**config.mk**
```make
export PLATFORM = sky130hd
export DESIGN_NAME = joint_angle_to_servo_deadband_unit
export DESIGN_NICKNAME = d
export VERILOG_FILES = /design/src/sv/jad_pkg.sv /design/src/sv/jad_front.sv /design/src/sv/jad_queue.sv /design/src/sv/jad_back.sv /design/src/sv/joint_angle_to_servo_deadband_unit.sv
export SDC_FILE = /design/constraint.sdc
export NUM_CORES = 2
export LEC_CHECK = 0
export BUFFER_PORTS_ARGS = -buffer_cell sky130_fd_sc_hd__buf_2
export CORE_MARGIN = 4
export CORE_UTILIZATION = 30
export CTS_CLUSTER_DIAMETER = 100
export DETAILED_ROUTE_END_ITERATION = 16
export GPL_ROUTABILITY_DRIVEN = 0
export PLACE_DENSITY_LB_ADDON = 0.3
export SETUP_SLACK_MARGIN = 0.2
export SLEW_MARGIN = 20
export SYNTH_ARGS = -nofsm -noshare
export SYNTH_HDL_FRONTEND = slang
export SYNTH_SLANG_ARGS = --single-unit
```
**constraint.sdc**
```tcl
create_clock -name clk -period 8.34 [get_ports clk]
set_input_delay 0.417 -clock clk [delete_from_list [all_inputs] [get_ports clk]]
set_output_delay 0.417 -clock clk [all_outputs]
set_load 0.02 [all_outputs]
```
**src/sv/jad_pkg.sv**
```systemverilog
package jad_pkg;

  localparam int ANGLE_W    = 16;
  localparam int POS_W      = 13;
  localparam int JIDX_W     = 3;
  localparam int DB_W       = 13;
  localparam int CAL_JOINTS = 5;
  localparam int POS_CENTER = 2048;
  localparam int Q_DEPTH    = 2;

  localparam int X_W     = 28;
  localparam int DEN_W   = 24;
  localparam int SLOPE_W = 11;
  localparam int PROD_W  = DEN_W + SLOPE_W;
  localparam int NUM_W   = PROD_W + 1;
  localparam int FRAC_SH = 13;
  localparam int REM_W   = NUM_W - FRAC_SH;
  localparam int QUO_W   = 11;
  localparam int RCP_W   = 25;
  localparam int RCP_SH  = 35;
  localparam int QP_W    = RCP_SH + QUO_W;

  // Reciprocals of the segment spans, rounded up, exact for any REM_W-bit dividend.
  localparam logic [RCP_W-1:0] RCP_1600 = RCP_W'(((64'd1 << RCP_SH) + 64'd1599) / 64'd1600);
  localparam logic [RCP_W-1:0] RCP_1750 = RCP_W'(((64'd1 << RCP_SH) + 64'd1749) / 64'd1750);
  localparam logic [RCP_W-1:0] RCP_2000 = RCP_W'(((64'd1 << RCP_SH) + 64'd1999) / 64'd2000);
  localparam logic [RCP_W-1:0] RCP_3000 = RCP_W'(((64'd1 << RCP_SH) + 64'd2999) / 64'd3000);

  localparam logic [DB_W-1:0] DEADBAND_RST = 13'd8;

  typedef struct packed {
    logic signed [ANGLE_W-1:0] angle;
    logic [JIDX_W-1:0]         joint;
    logic                      take;
    logic                      last;
  } jad_item_t;

  typedef struct packed {
    logic signed [X_W-1:0] x0_q;
    logic [DEN_W-1:0]      den;
    logic [RCP_W-1:0]      recip;
    logic [POS_W-1:0]      base;
    logic [SLOPE_W-1:0]    slope;
    logic                  desc;
  } jad_seg_t;

  function automatic jad_seg_t seg_make(input int x0_mrad, input int span_mrad,
                                        input logic [RCP_W-1:0] recip,
                                        input int base, input int slope,
                                        input logic desc);
    jad_seg_t s;
    s.x0_q  = X_W'(x0_mrad * 4096);
    s.den   = DEN_W'(span_mrad * 4096);
    s.recip = recip;
    s.base  = POS_W'(base);
    s.slope = SLOPE_W'(slope);
    s.desc  = desc;
    return s;
  endfunction

  // Descending segments are mirrored so the slope stays positive.
  function automatic jad_seg_t cal_seg(input logic [JIDX_W-1:0] joint, input logic upper);
    jad_seg_t s;
    s = seg_make(0, 1600, RCP_1600, POS_CENTER, 0, 1'b0);
    unique case (joint)
      3'd0: s = upper ? seg_make(0, 1600, RCP_1600, 1010, 1055, 1'b1)
                      : seg_make(-1600, 1600, RCP_1600, 2065, 1055, 1'b1);
      3'd1: s = upper ? seg_make(0, 1750, RCP_1750, 929, 1141, 1'b1)
                      : seg_make(-1750, 1750, RCP_1750, 2070, 1141, 1'b1);
      3'd2: s = seg_make(0, 3000, RCP_3000, 92, 1956, 1'b1);
      3'd3: s = upper ? seg_make(0, 1750, RCP_1750, 2048, 1141, 1'b0)
                      : seg_make(-1750, 1750, RCP_1750, 907, 1141, 1'b0);
      3'd4: s = upper ? seg_make(0, 2000, RCP_2000, 2048, 1304, 1'b0)
                      : seg_make(-2000, 2000, RCP_2000, 744, 1304, 1'b0);
      default: s = seg_make(0, 1600, RCP_1600, POS_CENTER, 0, 1'b0);
    endcase
    return s;
  endfunction

endpackage

```
**src/sv/jad_front.sv**
```systemverilog
module jad_front #(
  parameter int JOINTS = 5
) (
  input  logic                              clk,
  input  logic                              rst_n,
  input  logic                              in_valid,
  output logic                              in_ready,
  input  logic signed [jad_pkg::ANGLE_W-1:0] in_angle_q12,
  input  logic                              in_last_of_command,
  input  logic                              q_full,
  output logic                              q_push,
  output jad_pkg::jad_item_t                q_item
);

  localparam int CW = $clog2(JOINTS + 1);
  localparam logic [CW-1:0] JOINTS_C = CW'(JOINTS);

  logic [CW-1:0] cnt_r, cnt_nxt;
  logic          take;

  assign in_ready = !q_full;
  assign q_push   = in_valid && in_ready;
  assign take     = cnt_r < JOINTS_C;

  always_comb begin
    q_item.angle = in_angle_q12;
    q_item.joint = jad_pkg::JIDX_W'(cnt_r);
    q_item.take  = take;
    q_item.last  = in_last_of_command;
  end

  always_comb begin
    cnt_nxt = cnt_r;
    if (q_push) begin
      if (in_last_of_command) begin
        cnt_nxt = '0;
      end else if (take) begin
        cnt_nxt = cnt_r + CW'(1);
      end
    end
  end

  always_ff @(posedge clk) begin
    if (!rst_n) begin
      cnt_r <= '0;
    end else begin
      cnt_r <= cnt_nxt;
    end
  end

endmodule

```
**src/sv/jad_queue.sv**
```systemverilog
module jad_queue (
  input  logic               clk,
  input  logic               rst_n,
  input  logic               push,
  input  jad_pkg::jad_item_t push_item,
  output logic               full,
  input  logic               pop,
  output logic               valid,
  output jad_pkg::jad_item_t head
);

  localparam int DEPTH = jad_pkg::Q_DEPTH;
  localparam int PW    = (DEPTH > 1) ? $clog2(DEPTH) : 1;
  localparam int FW    = $clog2(DEPTH + 1);
  localparam logic [FW-1:0] DEPTH_C = FW'(DEPTH);

  jad_pkg::jad_item_t mem_r [DEPTH];
  logic [PW-1:0]      wr_ptr_r, rd_ptr_r;
  logic [FW-1:0]      fill_r;

  assign full  = fill_r == DEPTH_C;
  assign valid = fill_r != '0;
  assign head  = mem_r[rd_ptr_r];

  always_ff @(posedge clk) begin
    if (push) begin
      mem_r[wr_ptr_r] <= push_item;
    end
  end

  always_ff @(posedge clk) begin
    if (!rst_n) begin
      wr_ptr_r <= '0;
      rd_ptr_r <= '0;
      fill_r   <= '0;
    end else begin
      if (push) begin
        wr_ptr_r <= wr_ptr_r + PW'(1);
      end
      if (pop) begin
        rd_ptr_r <= rd_ptr_r + PW'(1);
      end
      if (push && !pop) begin
        fill_r <= fill_r + FW'(1);
      end else if (pop && !push) begin
        fill_r <= fill_r - FW'(1);
      end
    end
  end

endmodule

```
**src/sv/jad_back.sv**
```systemverilog
module jad_back #(
  parameter int JOINTS = 5
) (
  input  logic                           clk,
  input  logic                           rst_n,
  input  logic [jad_pkg::DB_W-1:0]       deadband,
  input  logic                           q_valid,
  input  jad_pkg::jad_item_t             q_item,
  output logic                           q_pop,
  output logic                           out_valid,
  input  logic                           out_ready,
  output logic [jad_pkg::JIDX_W-1:0]     out_joint_index,
  output logic [jad_pkg::POS_W-1:0]      out_servo_position,
  output logic                           out_last_of_burst
);

  localparam int JW = (JOINTS > 1) ? $clog2(JOINTS) : 1;
  localparam int CW = $clog2(JOINTS + 1);
  localparam logic [CW-1:0] JOINTS_C = CW'(JOINTS);

  localparam int X_W    = jad_pkg::X_W;
  localparam int DEN_W  = jad_pkg::DEN_W;
  localparam int PROD_W = jad_pkg::PROD_W;
  localparam int NUM_W  = jad_pkg::NUM_W;
  localparam int REM_W  = jad_pkg::REM_W;
  localparam int QUO_W  = jad_pkg::QUO_W;
  localparam int QP_W   = jad_pkg::QP_W;
  localparam int RCP_SH = jad_pkg::RCP_SH;
  localparam int POS_W  = jad_pkg::POS_W;

  localparam logic signed [X_W-1:0] ANGLE_SCALE = X_W'(1000);

  localparam logic [2:0] S_IDLE = 3'd0;
  localparam logic [2:0] S_MAP  = 3'd1;
  localparam logic [2:0] S_MUL  = 3'd2;
  localparam logic [2:0] S_NORM = 3'd3;
  localparam logic [2:0] S_DIV  = 3'd4;
  localparam logic [2:0] S_FILT = 3'd5;
  localparam logic [2:0] S_EMIT = 3'd6;

  logic [2:0]          state_r, state_nxt;
  jad_pkg::jad_item_t  item_r, item_nxt;
  jad_pkg::jad_seg_t   seg_r, seg_nxt;
  logic [DEN_W-1:0]    xc_r, xc_nxt;
  logic [PROD_W-1:0]   prod_r, prod_nxt;
  logic [REM_W-1:0]    rem_r, rem_nxt;
  logic [QUO_W-1:0]    quo_r, quo_nxt;
  logic [POS_W-1:0]    stored_r [JOINTS];
  logic [POS_W-1:0]    stored_nxt [JOINTS];
  logic                has_prev_r, has_prev_nxt;
  logic                any_chg_r, any_chg_nxt;
  logic [CW-1:0]       cnt_r, cnt_nxt;
  logic [CW-1:0]       k_r, k_nxt;
  logic                out_valid_r, out_valid_nxt;
  logic [jad_pkg::JIDX_W-1:0] out_joint_r, out_joint_nxt;
  logic [POS_W-1:0]    out_pos_r, out_pos_nxt;
  logic                out_last_r, out_last_nxt;

  logic                    upper;
  logic signed [X_W-1:0]   ang_x, x_raw, den_x;
  logic [DEN_W-1:0]        xc_c, xx;
  logic [NUM_W-1:0]        num;
  logic [QP_W-1:0]         qprod;
  logic [JW-1:0]           rd_idx;
  logic [POS_W-1:0]        rd_pos, tgt, diff;
  logic                    chg, end_cmd, emit_last;
  logic [CW-1:0]           end_cnt;

  assign q_pop = (state_r == S_IDLE) && q_valid;

  assign upper = !q_item.angle[jad_pkg::ANGLE_W-1] && (q_item.angle != '0);
  assign ang_x = X_W'(item_r.angle);
  assign x_raw = ang_x * ANGLE_SCALE - seg_r.x0_q;
  assign den_x = X_W'(seg_r.den);
  assign xc_c  = x_raw[X_W-1] ? '0 : ((x_raw > den_x) ? seg_r.den : x_raw[DEN_W-1:0]);
  assign xx    = seg_r.desc ? (seg_r.den - xc_r) : xc_r;
  assign num   = {prod_r, 1'b0} + NUM_W'(seg_r.den);
  assign qprod = QP_W'(rem_r) * QP_W'(seg_r.recip);

  assign rd_idx    = (state_r == S_EMIT) ? k_r[JW-1:0] : item_r.joint[JW-1:0];
  assign rd_pos    = stored_r[rd_idx];
  assign tgt       = seg_r.base + POS_W'(quo_r);
  assign diff      = (tgt >= rd_pos) ? (tgt - rd_pos) : (rd_pos - tgt);
  assign emit_last = (k_r + CW'(1)) == cnt_r;

  always_comb begin
    state_nxt     = state_r;
    item_nxt      = item_r;
    seg_nxt       = seg_r;
    xc_nxt        = xc_r;
    prod_nxt      = prod_r;
    rem_nxt       = rem_r;
    quo_nxt       = quo_r;
    stored_nxt    = stored_r;
    has_prev_nxt  = has_prev_r;
    any_chg_nxt   = any_chg_r;
    cnt_nxt       = cnt_r;
    k_nxt         = k_r;
    out_valid_nxt = out_valid_r && !out_ready;
    out_joint_nxt = out_joint_r;
    out_pos_nxt   = out_pos_r;
    out_last_nxt  = out_last_r;
    chg           = 1'b0;
    end_cmd       = 1'b0;
    end_cnt       = JOINTS_C;

    unique case (state_r)
      S_IDLE: begin
        if (q_valid) begin
          item_nxt = q_item;
          seg_nxt  = jad_pkg::cal_seg(q_item.joint, upper);
          if (q_item.take) begin
            state_nxt = S_MAP;
          end else if (q_item.last) begin
            end_cmd = 1'b1;
          end
        end
      end
      S_MAP: begin
        xc_nxt    = xc_c;
        state_nxt = S_MUL;
      end
      S_MUL: begin
        prod_nxt  = PROD_W'(xx) * PROD_W'(seg_r.slope);
        state_nxt = S_NORM;
      end
      S_NORM: begin
        rem_nxt   = num[NUM_W-1:jad_pkg::FRAC_SH];
        state_nxt = S_DIV;
      end
      S_DIV: begin
        quo_nxt   = qprod[QP_W-1:RCP_SH];
        state_nxt = S_FILT;
      end
      S_FILT: begin
        if (!has_prev_r) begin
          stored_nxt[rd_idx] = tgt;
        end else if (diff >= deadband) begin
          stored_nxt[rd_idx] = tgt;
          chg                = 1'b1;
          any_chg_nxt        = 1'b1;
        end
        if (item_r.last) begin
          end_cmd = 1'b1;
          end_cnt = CW'(item_r.joint) + CW'(1);
        end else begin
          state_nxt = S_IDLE;
        end
      end
      S_EMIT: begin
        if (!out_valid_r || out_ready) begin
          out_valid_nxt = 1'b1;
          out_joint_nxt = jad_pkg::JIDX_W'(k_r);
          out_pos_nxt   = rd_pos;
          out_last_nxt  = emit_last;
          if (emit_last) begin
            state_nxt = S_IDLE;
          end else begin
            k_nxt = k_r + CW'(1);
          end
        end
      end
      default: begin
        state_nxt = S_IDLE;
      end
    endcase

    if (end_cmd) begin
      has_prev_nxt = 1'b1;
      any_chg_nxt  = 1'b0;
      cnt_nxt      = end_cnt;
      k_nxt        = '0;
      state_nxt    = (any_chg_r || chg || !has_prev_r) ? S_EMIT : S_IDLE;
    end
  end

  always_ff @(posedge clk) begin
    if (!rst_n) begin
      state_r     <= S_IDLE;
      has_prev_r  <= 1'b0;
      any_chg_r   <= 1'b0;
      out_valid_r <= 1'b0;
      cnt_r       <= '0;
      k_r         <= '0;
      stored_r    <= '{default: '0};
    end else begin
      state_r     <= state_nxt;
      has_prev_r  <= has_prev_nxt;
      any_chg_r   <= any_chg_nxt;
      out_valid_r <= out_valid_nxt;
      cnt_r       <= cnt_nxt;
      k_r         <= k_nxt;
      stored_r    <= stored_nxt;
    end
  end

  always_ff @(posedge clk) begin
    item_r      <= item_nxt;
    seg_r       <= seg_nxt;
    xc_r        <= xc_nxt;
    prod_r      <= prod_nxt;
    rem_r       <= rem_nxt;
    quo_r       <= quo_nxt;
    out_joint_r <= out_joint_nxt;
    out_pos_r   <= out_pos_nxt;
    out_last_r  <= out_last_nxt;
  end

  assign out_valid          = out_valid_r;
  assign out_joint_index    = out_joint_r;
  assign out_servo_position = out_pos_r;
  assign out_last_of_burst  = out_last_r;

endmodule

```
**src/sv/joint_angle_to_servo_deadband_unit.sv**
```systemverilog
// Joint angle to servo position with deadband filtering.
// Input channel (in_valid/in_ready): one Q3.12 joint angle per beat, joints in
// order, in_last_of_command set on the final angle of a command. Beats past
// JOINTS in one command are dropped, but their flag still ends the command.
// Output channel (out_valid/out_ready): at the end of a command that changed
// some joint (or the first command after reset) the stored positions of all
// joints seen in that command go out as a burst, joint 0 first, one beat per
// cycle while out_ready is high, out_last_of_burst on the final beat.
// Each taken angle goes through the back-end steps pop and table lookup, clamp,
// multiply, normalize, a reciprocal multiply for the rounded quotient and the
// deadband update; a dropped beat is popped without them. The back end takes no
// new angle from the queue until the last one has had its deadband update. The
// burst follows the flagged angle's deadband update, each beat registered.
// A two-entry queue sits between the accepting front end and the back end, so
// input beats keep being taken while the back end computes or a burst stalls.
// If the receiver holds out_ready low, the current beat holds and the back end
// waits before the next burst beat; the queue then fills and in_ready drops.
// Reset clears the stored positions to zero, the deadband to 8 and forgets any
// earlier command. cfg_wr_en writes cfg_wr_data into the deadband.
module joint_angle_to_servo_deadband_unit #(
  parameter int JOINTS = 5
) (
  input  logic                              clk,
  input  logic                              rst_n,
  input  logic                              in_valid,
  output logic                              in_ready,
  input  logic signed [jad_pkg::ANGLE_W-1:0] in_angle_q12,
  input  logic                              in_last_of_command,
  output logic                              out_valid,
  input  logic                              out_ready,
  output logic [jad_pkg::JIDX_W-1:0]        out_joint_index,
  output logic [jad_pkg::POS_W-1:0]         out_servo_position,
  output logic                              out_last_of_burst,
  input  logic                              cfg_wr_en,
  input  logic [jad_pkg::DB_W-1:0]          cfg_wr_data
);

  logic [jad_pkg::DB_W-1:0] deadband_r;
  logic                     q_full, q_push, q_valid, q_pop;
  jad_pkg::jad_item_t       q_in_item, q_head;

  always_ff @(posedge clk) begin
    if (!rst_n) begin
      deadband_r <= jad_pkg::DEADBAND_RST;
    end else if (cfg_wr_en) begin
      deadband_r <= cfg_wr_data;
    end
  end

  jad_front #(.JOINTS(JOINTS)) u_front (
    .clk                (clk),
    .rst_n              (rst_n),
    .in_valid           (in_valid),
    .in_ready           (in_ready),
    .in_angle_q12       (in_angle_q12),
    .in_last_of_command (in_last_of_command),
    .q_full             (q_full),
    .q_push             (q_push),
    .q_item             (q_in_item)
  );

  jad_queue u_queue (
    .clk       (clk),
    .rst_n     (rst_n),
    .push      (q_push),
    .push_item (q_in_item),
    .full      (q_full),
    .pop       (q_pop),
    .valid     (q_valid),
    .head      (q_head)
  );

  jad_back #(.JOINTS(JOINTS)) u_back (
    .clk                (clk),
    .rst_n              (rst_n),
    .deadband           (deadband_r),
    .q_valid            (q_valid),
    .q_item             (q_head),
    .q_pop              (q_pop),
    .out_valid          (out_valid),
    .out_ready          (out_ready),
    .out_joint_index    (out_joint_index),
    .out_servo_position (out_servo_position),
    .out_last_of_burst  (out_last_of_burst)
  );

endmodule

```
==> flow_summary.toml <==
[timing]
slew_viol_final = 0
relSlewSlack_pct = 27.3
layout_min_cycle_time_ns = 7.72
fmax_ghz = 0.130
fin_skew_ns = 0.0454
setup_viol = 0
max_slew.worst_pin.slew_ns = 1.09
rsz0062_at_grt = "true"
hold_violations = 0
setup_tns_ns = 0
post-route-period-util_pct = 92.6

[setup_path]
endpoint_kind = "flip-flop"
cp.arrival_ns = 8.02
cp_max_fo = 14
worst-endpoint-required_ns = 8.64
r2r_cells = 27
r2r-end = "u_back.quo_r[4]"
path_class = "reg2reg"
r2r_slack_ns = 0.62
start_kind = "flip-flop"
rr_startpoint = "u_back.seg_r[32]"
cpMostUsedCell = "fa_1"
cp_slowest_cell = "edfxtp_1"
slowest_delay_ns = 0.74

[yosys]
yosys.area_share.xor_xnor_pct = 3.04
yosysUniqueCellTypes = 79
synth_top_family_by_area = "adder cells"
synthAdderAreaFrac_pct = 47.1
synth_mux_area_share_pct = 1.52
ys_seq_area_share_pct = 19.3
synth_edf_count = 192
synthArstFlopShare_pct = 0
yosys_warnings = 0
synth_compound_area_share_pct = 7.08
synthesis.instances = 4089
synthSimpleGateAreaFrac_pct = 11.5
syn_area_per_cell_um2 = 9.79
syn_area_um2 = 40000
ys_ff_latch = 290
synth_ff_type = "edfxtp_1"
syn_nets = 5218

[die]
ioPinCount = 54
die_w_um = 373
chipHeight_um = 373
design.die.area_um2 = 139000
core_um2 = 132000
start_util_pct = 30.3
core.rowCount = 133

[place]
portBuffers = 53
dp_hpwl_mm = 89.2

[min_path]
min_delay_worst_endpoint = "u_queue.mem_r[1][17]"
hold_class = "in2reg"
holdPathStages = 1
min_from = "in_angle_q12[12]"

[flow_run]
cap_violations = 0

[routing]
detail_route.vias_per_cell = 4.58
drcViolationCount = 0
dr_total_vias = 27300
wl_mm = 105
drt_iter0_markers = 1426
wire_per_inst_um = 17.7
drtAntennaViolNets = 0
firstDrtPassIters = 5

[grt]
grt_first_pass_wirelength_mm = 167
grt_pass1_vias = 28500
globalRouteOverflowTotal = 0
antenna_found_initial = 0
track_usage_pct = 15.2
grt_max_degree = 90

[final_layout]
final_nets = 5295
area_growth_pct = 10.6
drive_above_1_share_pct = 7.04

[clock_tree]
worstSkewPairLatency_ns = 0.57
cts_buffers = 36
cts_tree = "built"
hold_buffers = 0
clock-root-buffer = "clkbuf_16"
clkTransAtPathRegs_ns = 0.06
cts.path.max_buffers = 3
ctsHtreeMaxLevel = 2
cts.sinks = 290

[run_status]
outcome = "completed"
-- worst max-delay path, delay by kind of cell (launching register included) --
| kind | cells | cell delay (ns) |
|---|---|---|
| AND/OR/NAND/NOR | 1 | 0.24 |
| flip-flops | 1 | 0.74 |
| XOR/XNOR | 1 | 0.08 |
| buffers and inverters | 7 | 0.91 |
| adder cells (fa/ha/maj) | 8 | 3.70 |
| AO/OA/AOI/OAI | 10 | 1.80 |
-- placed cells by master (no fill, tap or decap), types with 7 or more instances in the layout --
cell type,netlist,layout
xor2_1,37,37
nand2_1,356,356
a21boi_0,9,9
nand4_1,13,13
a211oi_1,26,26
o21ai_0,127,126
a22oi_1,18,18
a31oi_1,11,11
nand2b_1,22,22
inv_2,2,10
o21ai_1,13,13
clkbuf_16,0,37
mux2_2,23,23
dfxtp_1,98,98
edfxtp_1,192,192
nor2_1,148,145
o21a_1,22,22
nor3_1,21,20
a22o_1,10,10
nand3_1,100,99
xnor2_1,100,99
ha_1,407,404
o21bai_1,13,12
fa_1,687,687
mux2i_1,35,35
a21o_1,36,36
buf_4,0,105
buf_2,4,52
o31ai_1,8,7
nor2b_1,41,40
a21oi_1,101,97
inv_1,994,986
and2_1,190,190
-- worst max path at each step --
stage	end	slack, ns	from	depth (start not counted)
floorplan	u_back.prod_r[34]	0.79	u_back.seg_r[7]	32
global placement	u_back.prod_r[34]	0.38	u_back.xc_r[9]	31
detailed placement	u_back.prod_r[34]	0.24	u_back.xc_r[9]	31
CTS	u_back.prod_r[34]	0.21	u_back.xc_r[9]	31
global route	u_back.xc_r[18]	0.14	u_back.ang_x[6]	32
finish	u_back.quo_r[4]	0.62	u_back.seg_r[32]	27
-- cell type report --
| class | count | area, µm² |
|---|---|---|
| sequential | 290 | 7730 |
| antenna | 2 | 5.00 |
| tap | 1755 | 2200 |
| fill | 13500 | 87700 |
| clock buffer | 42 | 945 |
| timing repair buffer | 159 | 1080 |
| multi-input combinational | 2682 | 28300 |
| inverter | 997 | 3740 |
| clock inverter | 23 | 330 |
-- kinds of logic (layout without fill, tap and decap cells) --
group | count (synthesis) | count (layout)
flip-flops | 290 | 290
other | 0 | 2
buffers and inverters | 1117 | 1221
AND/OR/NAND/NOR | 947 | 947
AO/OA/AOI/OAI | 445 | 445
adder cells (fa/ha/maj) | 1094 | 1094
multiplexers | 58 | 58
XOR/XNOR | 138 | 138
-- routing by layer --
| layer | vias up | track usage (%) | wire length, µm |
|---|---|---|---|
| met3 | 107 | 2.19 | 5760 |
| met1 | 13600 | 21.6 | 48800 |
| met4 | 0 | 3.25 | 2160 |
| met5 | - | 0 | 0 |
| li1 | 12900 | - | - |
| met2 | 635 | 24.5 | 48800 |
-- flip-flops by register name, indices dropped and copies added, names as in the netlist, 16 cells and up, named ones only --
register and count:
u_back.rem_r 23, u_back.ang_x 16, u_back.xc_r 21, u_queue.mem_r 42, u_back.stored_r 65, u_back.prod_r 23, u_back.seg_r 35
-- Yosys cell counts (all sizes together), types with 7 or more instances --
cell	n	area, µm²
nand3	100	500
dfxtp	98	1960
a211oi	26	195
xnor2	100	876
inv	996	3740
o21a	22	165
nor2b	41	257
nand2b	22	138
nor3	21	105
mux2i	35	350
nor3b	9	67.6
nand2	356	1340
clkbuf	105	394
nor4	10	77.6
edfxtp	192	5770
a41oi	7	61.3
o21ai	140	701
a22o	10	87.6
and2	190	1190
o21bai	13	97.6
mux2	23	259
a31oi	11	68.8
nor2	148	556
o211ai	7	57.6
buf	15	68.8
a21boi	10	75.1
nand4	13	81.3
o31ai	9	72.6
fa	687	13800
a21o	36	270
ha	407	5090
xor2	38	340
a21oi	101	505
a22oi	18	135
-- through the flow --
step	util (%)	setup WS (ns)	area [µm²]	hold slack, ns	std cells
2_1_floorplan	-	0.793	40000	0.439	4089
3_3_place_gp	32.4	0.376	42800	0.454	5867
3_5_place_dp	32.4	0.235	42800	0.462	5867
4_1_cts	33.4	0.207	44000	0.0210	5932
5_1_grt	33.6	0.140	44300	0.0374	5948
6_report	33.6	0.620	44300	0.0570	5950
-- repair_timing --
item / CTS / global route
buffers inserted: 0 / 15
endpoints found under the setup margin: 0 / 55
gates resized for setup: 0 / 34
Power is left out: the tool's default activity adds up to more than one toggle a clock period on the data nets, which glitch-free logic cannot reach.
